<file path="src/hdl/nta_pkg.sv">
`timescale 1ns / 1ps
// ----------------------------------------------------------------------------
// nta_pkg
// Shared types and constants for the neighbour table with aging: item
// structs, status codes, table entry layout and controller states.
// ----------------------------------------------------------------------------
package nta_pkg;

  localparam int TABLE_DEPTH_DEF = 16;

  localparam logic [15:0] MAX_AGE_RESET = 16'd2000;

  // Register index of max_age in the configuration space.
  localparam logic REG_MAX_AGE = 1'b0;

  localparam logic OP_AGE     = 1'b0;
  localparam logic OP_RECEIVE = 1'b1;

  typedef enum logic [1:0] {
    STAT_AGED     = 2'd0,
    STAT_INSERTED = 2'd1,
    STAT_REPLACED = 2'd2,
    STAT_DROPPED  = 2'd3
  } status_t;

  typedef struct packed {
    logic        op;
    logic [31:0] current_time;
    logic [7:0]  sender_id;
    logic [31:0] sender_x;
    logic [31:0] sender_y;
    logic [15:0] sender_speed;
    logic [31:0] receiver_x;
    logic [31:0] receiver_y;
  } in_item_t;

  typedef struct packed {
    status_t     status;
    logic [4:0]  occupancy;
    logic [4:0]  expired_count;
  } out_item_t;

  typedef struct packed {
    logic [7:0]  sender;
    logic [31:0] rx_time;
    logic [31:0] sender_x;
    logic [31:0] sender_y;
    logic [15:0] speed;
    logic [31:0] receiver_x;
    logic [31:0] receiver_y;
  } entry_t;

  typedef enum logic [1:0] {
    ST_IDLE,
    ST_SCAN,
    ST_COMMIT
  } state_t;

endpackage

</file>
<file path="src/hdl/neighbor_table_with_aging.sv">
`timescale 1ns / 1ps
// ----------------------------------------------------------------------------
// neighbor_table_with_aging
// Table of neighbour position reports keyed by sender id, aged on every
// transaction and updated by receive transactions.
// ----------------------------------------------------------------------------
// Usage:
// A transaction is accepted on a rising edge with start high and busy low;
// in_item carries the operation, the current time and the report. busy
// stays high while the table is scanned. The entries live in a synchronous
// memory which is read one entry per cycle, so the scan length is set by
// the single memory read port. The scan is followed by a commit state, and
// a new transaction may be started in the cycle the result appears.
// The result is shown on out_item for exactly one cycle with out_valid
// high; the receiver takes it in that cycle and cannot hold it off.
// The max_age register sits at byte address 0 of the APB port and may only
// be written while busy is low. Reset clears all valid bits, returns
// max_age to 2000 ticks and needs no clearing pass over the memory.
// ----------------------------------------------------------------------------
module neighbor_table_with_aging
  import nta_pkg::*;
#(
  parameter int TABLE_DEPTH = TABLE_DEPTH_DEF
) (
  input  logic        clk,
  input  logic        rst_n,
  input  logic        start,
  input  in_item_t    in_item,
  output logic        busy,
  output logic        out_valid,
  output out_item_t   out_item,
  input  logic        psel,
  input  logic        penable,
  input  logic        pwrite,
  input  logic [2:0]  paddr,
  input  logic [31:0] pwdata,
  output logic [31:0] prdata,
  output logic        pready
);

  localparam int IDX_W = $clog2(TABLE_DEPTH);
  localparam int CNT_W = $clog2(TABLE_DEPTH + 1);
  localparam logic [IDX_W-1:0] LAST_IDX = IDX_W'(TABLE_DEPTH - 1);

  state_t state_r, state_nxt;

  in_item_t               req_r;
  logic [15:0]            max_age_r;
  logic [TABLE_DEPTH-1:0] valid_r;
  logic [IDX_W-1:0]       idx_r;
  logic                   issue_r;
  logic                   rvalid_r;
  logic [IDX_W-1:0]       eval_idx_r;
  entry_t                 rdata_r;
  logic                   match_found_r;
  logic [IDX_W-1:0]       match_idx_r;
  logic                   free_found_r;
  logic [IDX_W-1:0]       free_idx_r;
  logic [CNT_W-1:0]       expired_r;
  logic [CNT_W-1:0]       occ_r;
  logic                   out_valid_r;
  out_item_t              out_item_r;

  entry_t mem [TABLE_DEPTH];

  logic             accept;
  logic             scan_en;
  logic             commit;
  logic [31:0]      age;
  logic             cur_valid;
  logic             expire;
  logic             keep;
  logic             match_hit;
  logic             free_hit;
  logic             do_write;
  logic [IDX_W-1:0] wr_idx;
  status_t          status;
  entry_t           new_entry;
  logic             cfg_wr;

  // Controller
  always_comb begin
    state_nxt = state_r;
    unique case (state_r)
      ST_IDLE: begin
        if (start) state_nxt = ST_SCAN;
      end
      ST_SCAN: begin
        if (rvalid_r && eval_idx_r == LAST_IDX) state_nxt = ST_COMMIT;
      end
      ST_COMMIT: begin
        state_nxt = ST_IDLE;
      end
      default: state_nxt = ST_IDLE;
    endcase
  end

  always_comb begin
    busy    = 1'b1;
    accept  = 1'b0;
    scan_en = 1'b0;
    commit  = 1'b0;
    unique case (state_r)
      ST_IDLE: begin
        busy   = 1'b0;
        accept = start;
      end
      ST_SCAN:   scan_en = 1'b1;
      ST_COMMIT: commit  = 1'b1;
      default:   busy    = 1'b1;
    endcase
  end

  always_ff @(posedge clk) begin
    if (!rst_n) begin
      state_r <= ST_IDLE;
    end else begin
      state_r <= state_nxt;
    end
  end

  // Evaluation of the entry read in the previous cycle. Aging of one entry
  // depends on that entry alone, so the match and free-slot search can use
  // its post-aging validity in the same pass.
  always_comb begin
    age       = req_r.current_time - rdata_r.rx_time;
    cur_valid = valid_r[eval_idx_r];
    expire    = rvalid_r && cur_valid && (age > {16'b0, max_age_r});
    keep      = rvalid_r && cur_valid && !expire;
    match_hit = keep && (rdata_r.sender == req_r.sender_id) && !match_found_r;
    free_hit  = rvalid_r && !keep && !free_found_r;
  end

  always_comb begin
    do_write = (req_r.op == OP_RECEIVE) && (match_found_r || free_found_r);
    wr_idx   = match_found_r ? match_idx_r : free_idx_r;
    if (req_r.op == OP_AGE) begin
      status = STAT_AGED;
    end else if (match_found_r) begin
      status = STAT_REPLACED;
    end else if (free_found_r) begin
      status = STAT_INSERTED;
    end else begin
      status = STAT_DROPPED;
    end
    new_entry.sender     = req_r.sender_id;
    new_entry.rx_time    = req_r.current_time;
    new_entry.sender_x   = req_r.sender_x;
    new_entry.sender_y   = req_r.sender_y;
    new_entry.speed      = req_r.sender_speed;
    new_entry.receiver_x = req_r.receiver_x;
    new_entry.receiver_y = req_r.receiver_y;
  end

  always_ff @(posedge clk) begin
    if (accept) begin
      req_r <= in_item;
    end
  end

  always_ff @(posedge clk) begin
    if (!rst_n) begin
      valid_r       <= '0;
      idx_r         <= '0;
      issue_r       <= 1'b0;
      rvalid_r      <= 1'b0;
      eval_idx_r    <= '0;
      match_found_r <= 1'b0;
      match_idx_r   <= '0;
      free_found_r  <= 1'b0;
      free_idx_r    <= '0;
      expired_r     <= '0;
      occ_r         <= '0;
    end else begin
      rvalid_r <= scan_en && issue_r;
      if (accept) begin
        idx_r         <= '0;
        issue_r       <= 1'b1;
        match_found_r <= 1'b0;
        free_found_r  <= 1'b0;
        expired_r     <= '0;
        occ_r         <= '0;
      end
      if (scan_en && issue_r) begin
        eval_idx_r <= idx_r;
        if (idx_r == LAST_IDX) begin
          issue_r <= 1'b0;
        end else begin
          idx_r <= idx_r + 1'b1;
        end
      end
      if (scan_en) begin
        if (expire) begin
          valid_r[eval_idx_r] <= 1'b0;
          expired_r           <= expired_r + 1'b1;
        end
        if (keep) begin
          occ_r <= occ_r + 1'b1;
        end
        if (match_hit) begin
          match_found_r <= 1'b1;
          match_idx_r   <= eval_idx_r;
        end
        if (free_hit) begin
          free_found_r <= 1'b1;
          free_idx_r   <= eval_idx_r;
        end
      end
      if (commit && do_write) begin
        valid_r[wr_idx] <= 1'b1;
      end
    end
  end

  // Entry memory: reads happen only during the scan and the single write
  // only in the commit cycle, so the two never touch the same entry at once.
  always_ff @(posedge clk) begin
    if (scan_en && issue_r) begin
      rdata_r <= mem[idx_r];
    end
  end

  always_ff @(posedge clk) begin
    if (commit && do_write) begin
      mem[wr_idx] <= new_entry;
    end
  end

  // Result register
  always_ff @(posedge clk) begin
    if (!rst_n) begin
      out_valid_r <= 1'b0;
    end else begin
      out_valid_r <= commit;
    end
  end

  always_ff @(posedge clk) begin
    if (commit) begin
      out_item_r.status        <= status;
      out_item_r.occupancy     <= 5'(occ_r + CNT_W'(status == STAT_INSERTED));
      out_item_r.expired_count <= 5'(expired_r);
    end
  end

  assign out_valid = out_valid_r;
  assign out_item  = out_item_r;

  // Configuration port
  assign pready = 1'b1;
  assign cfg_wr = psel && penable && pwrite;

  always_ff @(posedge clk) begin
    if (!rst_n) begin
      max_age_r <= MAX_AGE_RESET;
    end else if (cfg_wr && paddr[2] == REG_MAX_AGE) begin
      max_age_r <= pwdata[15:0];
    end
  end

  always_comb begin
    unique case (paddr[2])
      REG_MAX_AGE: prdata = {16'b0, max_age_r};
      default:     prdata = '0;
    endcase
  end

endmodule

</file>
<file path="config.mk">
export PLATFORM = sky130hd
export DESIGN_NAME = neighbor_table_with_aging
export DESIGN_NICKNAME = d
export VERILOG_FILES = /design/src/hdl/nta_pkg.sv /design/src/hdl/neighbor_table_with_aging.sv
export SDC_FILE = /design/constraint.sdc
export NUM_CORES = 1
export LEC_CHECK = 0
export BUFFER_PORTS_ARGS = -buffer_cell sky130_fd_sc_hd__clkbuf_2
export CORE_MARGIN = 2
export CORE_UTILIZATION = 58
export CTS_BUF_LIST = sky130_fd_sc_hd__clkbuf_8
export DETAILED_ROUTE_END_ITERATION = 10
export PLACE_DENSITY = 0.78
export SYNTH_ARGS = -nofsm -noshare
export SYNTH_HDL_FRONTEND = slang
export SYNTH_SLANG_ARGS = --single-unit
</file>
<file path="constraint.sdc">
create_clock -name clk -period 10.89 [get_ports clk]
set_input_delay 0.5445 -clock clk [delete_from_list [all_inputs] [get_ports clk]]
set_output_delay 0.5445 -clock clk [all_outputs]
set_load 0.01 [all_outputs]
</file>
[After elaboration in Yosys (flattened, before gate mapping)]
Memories as Yosys holds them, arrays and structs flattened. A register that Yosys moved wholly into a read port is not among the register bits.
Index checks and enable logic that the tools add are counted.
Widths: inputs -> output; s select.
Word-level totals
  bits in writable memories: 2944
  bits of input ports: 226
  output and inout port bits: 47
  register bits: 262
  logic and storage cells: 115
  memories kept: 1
  latch bits: 0
  memory bits (read-only): 0
Memories
  mem: words 16, width 184, read ports 1, clocked after memory_dff 1, wr ports 1, line neighbor_table_with_aging.sv:64  | entry_t mem [TABLE_DEPTH];
Operators by class
  divide/modulo/power cells: 0
  mux-type cells: 42
  equality and inequality tests: 8
  bitwise gates (word level): 4
  magnitude comparators: 5
  shift-type cells: 0
  $mul: 0
  add/sub/neg operators: 5
  reduce and logical (&&, ||, !) cells: 25
Operator list (number)
  $mux 16: 5
  $gt 32x16->1: 1
  $sub 32x32->32: 1
  $mux 5: 6
  $mux 1: 18
  $and 16x16->16: 1
  $logic_and 1x1->1: 16
  $mux 4: 4
  $not 16->16: 1
  $or 16x16->16: 1
  $add 5x1->5 const B: 2
  $lt 4x5->1 const B: 2
  $mux 2: 5
  $demux 1 s4: 2
  $eq 4x4->1 const B: 2
  $eq 8x8->1: 1
  $ge 4x1->1 const B: 2
  $reduce_and 2->1: 3
  $add 5x1->5: 1
  $add 4x1->4 const B: 1
  $bmux 1 s4: 1
  $eq 2x1->1 const B: 2
  $logic_not 1->1: 4
  $ne 2x2->1 const B: 2
  5 further kinds: 5

[Depth between registers and ports, before layout]
  depth after elaboration: 11
  mapped depth: 22
  depth with buffers taken out: 21

[Least setup slack after synthesis]
Ideal clock, no wire load.
  kind: register to register
  from: register req_r (netlist bit new_entry[144])
  to: register expired_r[3]
  setup slack: 5.996 ns
  clock period less this slack: 4.894 ns
  buffers on the path: 0
  arrival time: 4.772 ns
  stages on the path, launching flop included: 22
  library setup time: 0.122 ns
  required time: 10.768 ns
  cells stage by stage: edfxtp_1 inv_1 ha_1 fa_1 nor2b_1 o2111ai_1 a21oi_1 nor2_1 nor2_1 nor2_1 xnor2_1 ha_1 nand4_1 nor3_1 a221o_1 o31a_1 a211oi_1 o211ai_1 or4_4 or4_4 and4_1 a311o_1
On the way
  word-level cells in the longest chain between the ends: 5
Ends and longest elaborated chain
  start: declaration: line neighbor_table_with_aging.sv:47  | in_item_t req_r;
  start signal: assignment: line neighbor_table_with_aging.sv:157  | req_r <= in_item;
  $sub 32x32->32: line neighbor_table_with_aging.sv:126  | age = req_r.current_time - rdata_r.rx_time;
  $gt 32x16->1: line neighbor_table_with_aging.sv:128  | expire = rvalid_r && cur_valid && (age > {16'b0, max_age_r});
  $logic_and 1x1->1: line neighbor_table_with_aging.sv:128
  $mux 5: line neighbor_table_with_aging.sv:193  | if (expire) begin
  $mux 5: line neighbor_table_with_aging.sv:192  | if (scan_en) begin
  end signal: assignment: line neighbor_table_with_aging.sv:195  | expired_r <= expired_r + 1'b1;
  end: declaration: line neighbor_table_with_aging.sv:59  | logic [CNT_W-1:0] expired_r;
Every way passes these cells.
A chain may end at the register's enable or synchronous reset.

[Worst setup path after layout]
  from: register req_r (netlist bit new_entry[144])
  to: register expired_r[2]
Same word-level chain as after synthesis.

==> impl_metrics.ini <==
[critical_path]
worst-path-stages = 21
r2r-start = new_entry[144]
crit_path_frequent_cell = nor2_1
cp.required_ns = 11.52
start_kind = flop
crit_arrival_ns = 7.29
crit_path_start = new_entry[144]
worst-path-buf-inv = 1
slowest_delay_ns = 0.87
ff2ff_path_depth = 21
crit_chain = inv_1 > ha_1 > fa_1 > nor2b_1 > o2111ai_1 > a21oi_1 > nor2_1 > nor2_1 > nor2_1 > xnor2_1 > ha_1 > nand4_1 > nor3_1 > a221o_1 > o31a_1 > a21oi_1 > or4b_1 > or3b_1 > nor4_4 > nor2_1 > o31ai_1
critical-path-top-delay-family = simple AND/OR/NAND/NOR gates
path_class = flop to flop
crit_slowest_cell = nor4_4
cp_max_fo = 17
cp-end-kind = flop

[floorplanning]
die-width_um = 241
ios = 273
rows = 86
core_um2 = 55300
dieArea_um2 = 58100
initial_core_util_pct = 58.9
die_y_um = 241

[power]
cellLeakagePower_nw = 12.1
irDropWorstVdd_mv = 0.0932
power.density_nw_per_um2 = 162

[clock_network]
clk_path_buf_depth = 3
clock_sinks = 798
cts_resized = 0
cts_made_buffers = 121
clkLatencyLatePin_ns = 0.75
path_clk_slew_ns = 0.06
cts_tree = done
cts_root_buffer = clkbuf_8
h-tree-depth = 3

[grt]
grt_pass1_vias = 17300
grt_pass1_wl_mm = 107
grt_max_degree = 74
antenna_found_initial = 0
grt_usage_pct = 25.3
grt_overflow = 0

[detailed_routing]
wl_mm = 71.7
vias = 17700
ant_nets = 0
drc = 0
first_pass_iters = 5
avgViaCountPerCell = 6.21
post_drt_wl_per_cell_um = 25.2
drt_first_iter_violations = 1978

[sta]
slew-limit-headroom_pct = 16.9
period_share_pct = 61.2
rsz0062_at_grt = no
fmax_ghz = 0.150
drv_slew = 0
final.setup.worst_slack_ns = 4.23
tightest_slew_ns = 1.23
period_minus_slack_ns = 6.66
setup_viol = 0
finalHoldViolCount = 0
setup_tns_ns = 0
finClkSkew_ns = 0.0448

[placed_design]
dp_slack_ns = 4.43
gp_congestion = 0.895
dp_hpwl_mm = 38.5
portBuffers = 93
dpl_cell_area_um2 = 34000

[logic_synthesis]
synth_seq_area_share_pct = 71.6
ys.flop_type = edfxtp_1
yosysWarnings = 0
syn_inst = 1792
synth-seq-cells = 798
syn_avg_cell_area_um2 = 18.2
synthArstFlopShare_pct = 0
synth_cell_types = 71
synth_edf_count = 733
syn_area_um2 = 32600

[job]
drv_cap = 0

[outcome]
status = complete, no violations

[layout]
areaGrowthSynthToFinish_pct = 12.7
num-fill-cells = 3636
ff_latch_area_um2 = 23300
final_design_area_no_fill_um2 = 36700
final_cell_mix = 733 x edfxtp_1, 204 x mux4_2, 128 x clkbuf_8
multi_input_area_um2 = 8760
drive_gt1_share_pct = 25.0
diodes = 0
nNetsFinal = 2283
layout_commonest_cell = edfxtp_1
fin_util_pct = 66.4

[worst_hold_path]
hp-class = input port to flop
hp-start = pwdata[2]
whs_path_depth = 3
## stage by stage
step / hold WS, ns / total power [mW] / cells
floorplan: 0.436 / 3.61 / 1807
global placement: 0.446 / 3.67 / 2585
detailed placement: 0.450 / 3.68 / 2585
CTS: 0.000607 / 6.00 / 2845
global route: 0.0163 / 6.14 / 2845
finish: 0.0570 / 5.95 / 2845
## timing repair
| item | 4_1_cts | 5_1_grt |
|---|---|---|
| hold buffers | 44 | 0 |
| buffers inserted | 0 | 0 |
| endpoints found under the setup margin | 0 | 0 |
| endpoints found under the hold margin | 44 | 0 |
## state kept, by name, summed over array words and instances (netlist names)
name           flops
mem              640
new_entry         40
rdata_r           40
max_age_r         16
valid_r           16
out_item          12
expired_r          5
occ_r              5
eval_idx_r         4
free_idx_r         4
idx_r              4
match_idx_r        4
state_r            2
free_found_r       1
issue_r            1
match_found_r      1
out_valid          1
req_r              1
rvalid_r           1
## report_power, final
group,switching (mW),leakage (nW),internal (mW)
clock,1.13,1.30,1.19
sequential,0.0433,7.14,3.36
combinational,0.128,3.64,0.103
total,1.30,12.1,4.65
## cell families (layout without fill, tap and decap cells)
group / count (synthesis) / in the layout / synth area share (%)
buffers and inverters: 161 / 451 / 2.07
DFF: 798 / 798 / 71.6
xor gates and xnor gates: 31 / 31 / 0.834
AOI/OAI and AO/OA: 226 / 226 / 4.39
other: 2 / 17 / 0.0231
muxes: 216 / 216 / 14.5
adders and majority gates: 53 / 53 / 2.06
and+or+nand+nor: 305 / 305 / 4.57
## layout make-up
type                            instances  share of cell area, %
Inverter                               68                  0.695
Clock inverter                         88                   1.45
Tap cell                              748                   2.55
Timing Repair Buffer                  167                   3.08
Sequential cell                       798                   63.6
Clock buffer                          128                   4.80
Multi-Input combinational cell        848                   23.9
## metal layers
metal	global-route usage (%)	routed length, um
met5	0	0
met4	8.62	2020
met3	4.45	5730
met2	40.4	34900
met1	36.0	29100
## tightest hold or removal path, delay by kind of cell
family	cells	cell delay [ns]
buffers and inverters	1	0.08
AO/OA/AOI/OAI	1	0.05
AND/OR/NAND/NOR	1	0.05
## worst paths after layout
path                        to  slack, ns
setup reg to reg  expired_r[2]       4.23
hold / removal    max_age_r[2]       0.06
setup / recovery  expired_r[2]       4.23
hold reg to reg   max_age_r[1]       0.46
## cells in the mapped netlist, drive strengths merged (4+ instances only)
cell,count,area [um^2]
a21oi,62,310
nor4,10,83.8
and3,7,43.8
and2,5,31.3
mux4,204,4590
nand4,6,37.5
a21boi,4,30.0
o211ai,20,150
a21o,12,90.1
nand2b,7,43.8
mux2i,9,90.1
dfxtp,65,1300
or2,5,31.3
ha,52,651
clkbuf,57,214
xnor2,20,175
o21ai,58,290
nand2,89,334
nor3b,7,52.6
o21a,7,52.6
a211oi,7,52.6
nand3,30,155
buf,36,206
a31oi,16,100
nor2b,9,56.3
o2111ai,4,35.0
o22ai,4,25.0
nor2,91,342
xor2,11,96.3
inv,68,255
nand4b,5,43.8
edfxtp,733,22000
nor3,16,80.1
nand3b,5,37.5
Note: power is estimated with default switching activity, not from simulation.
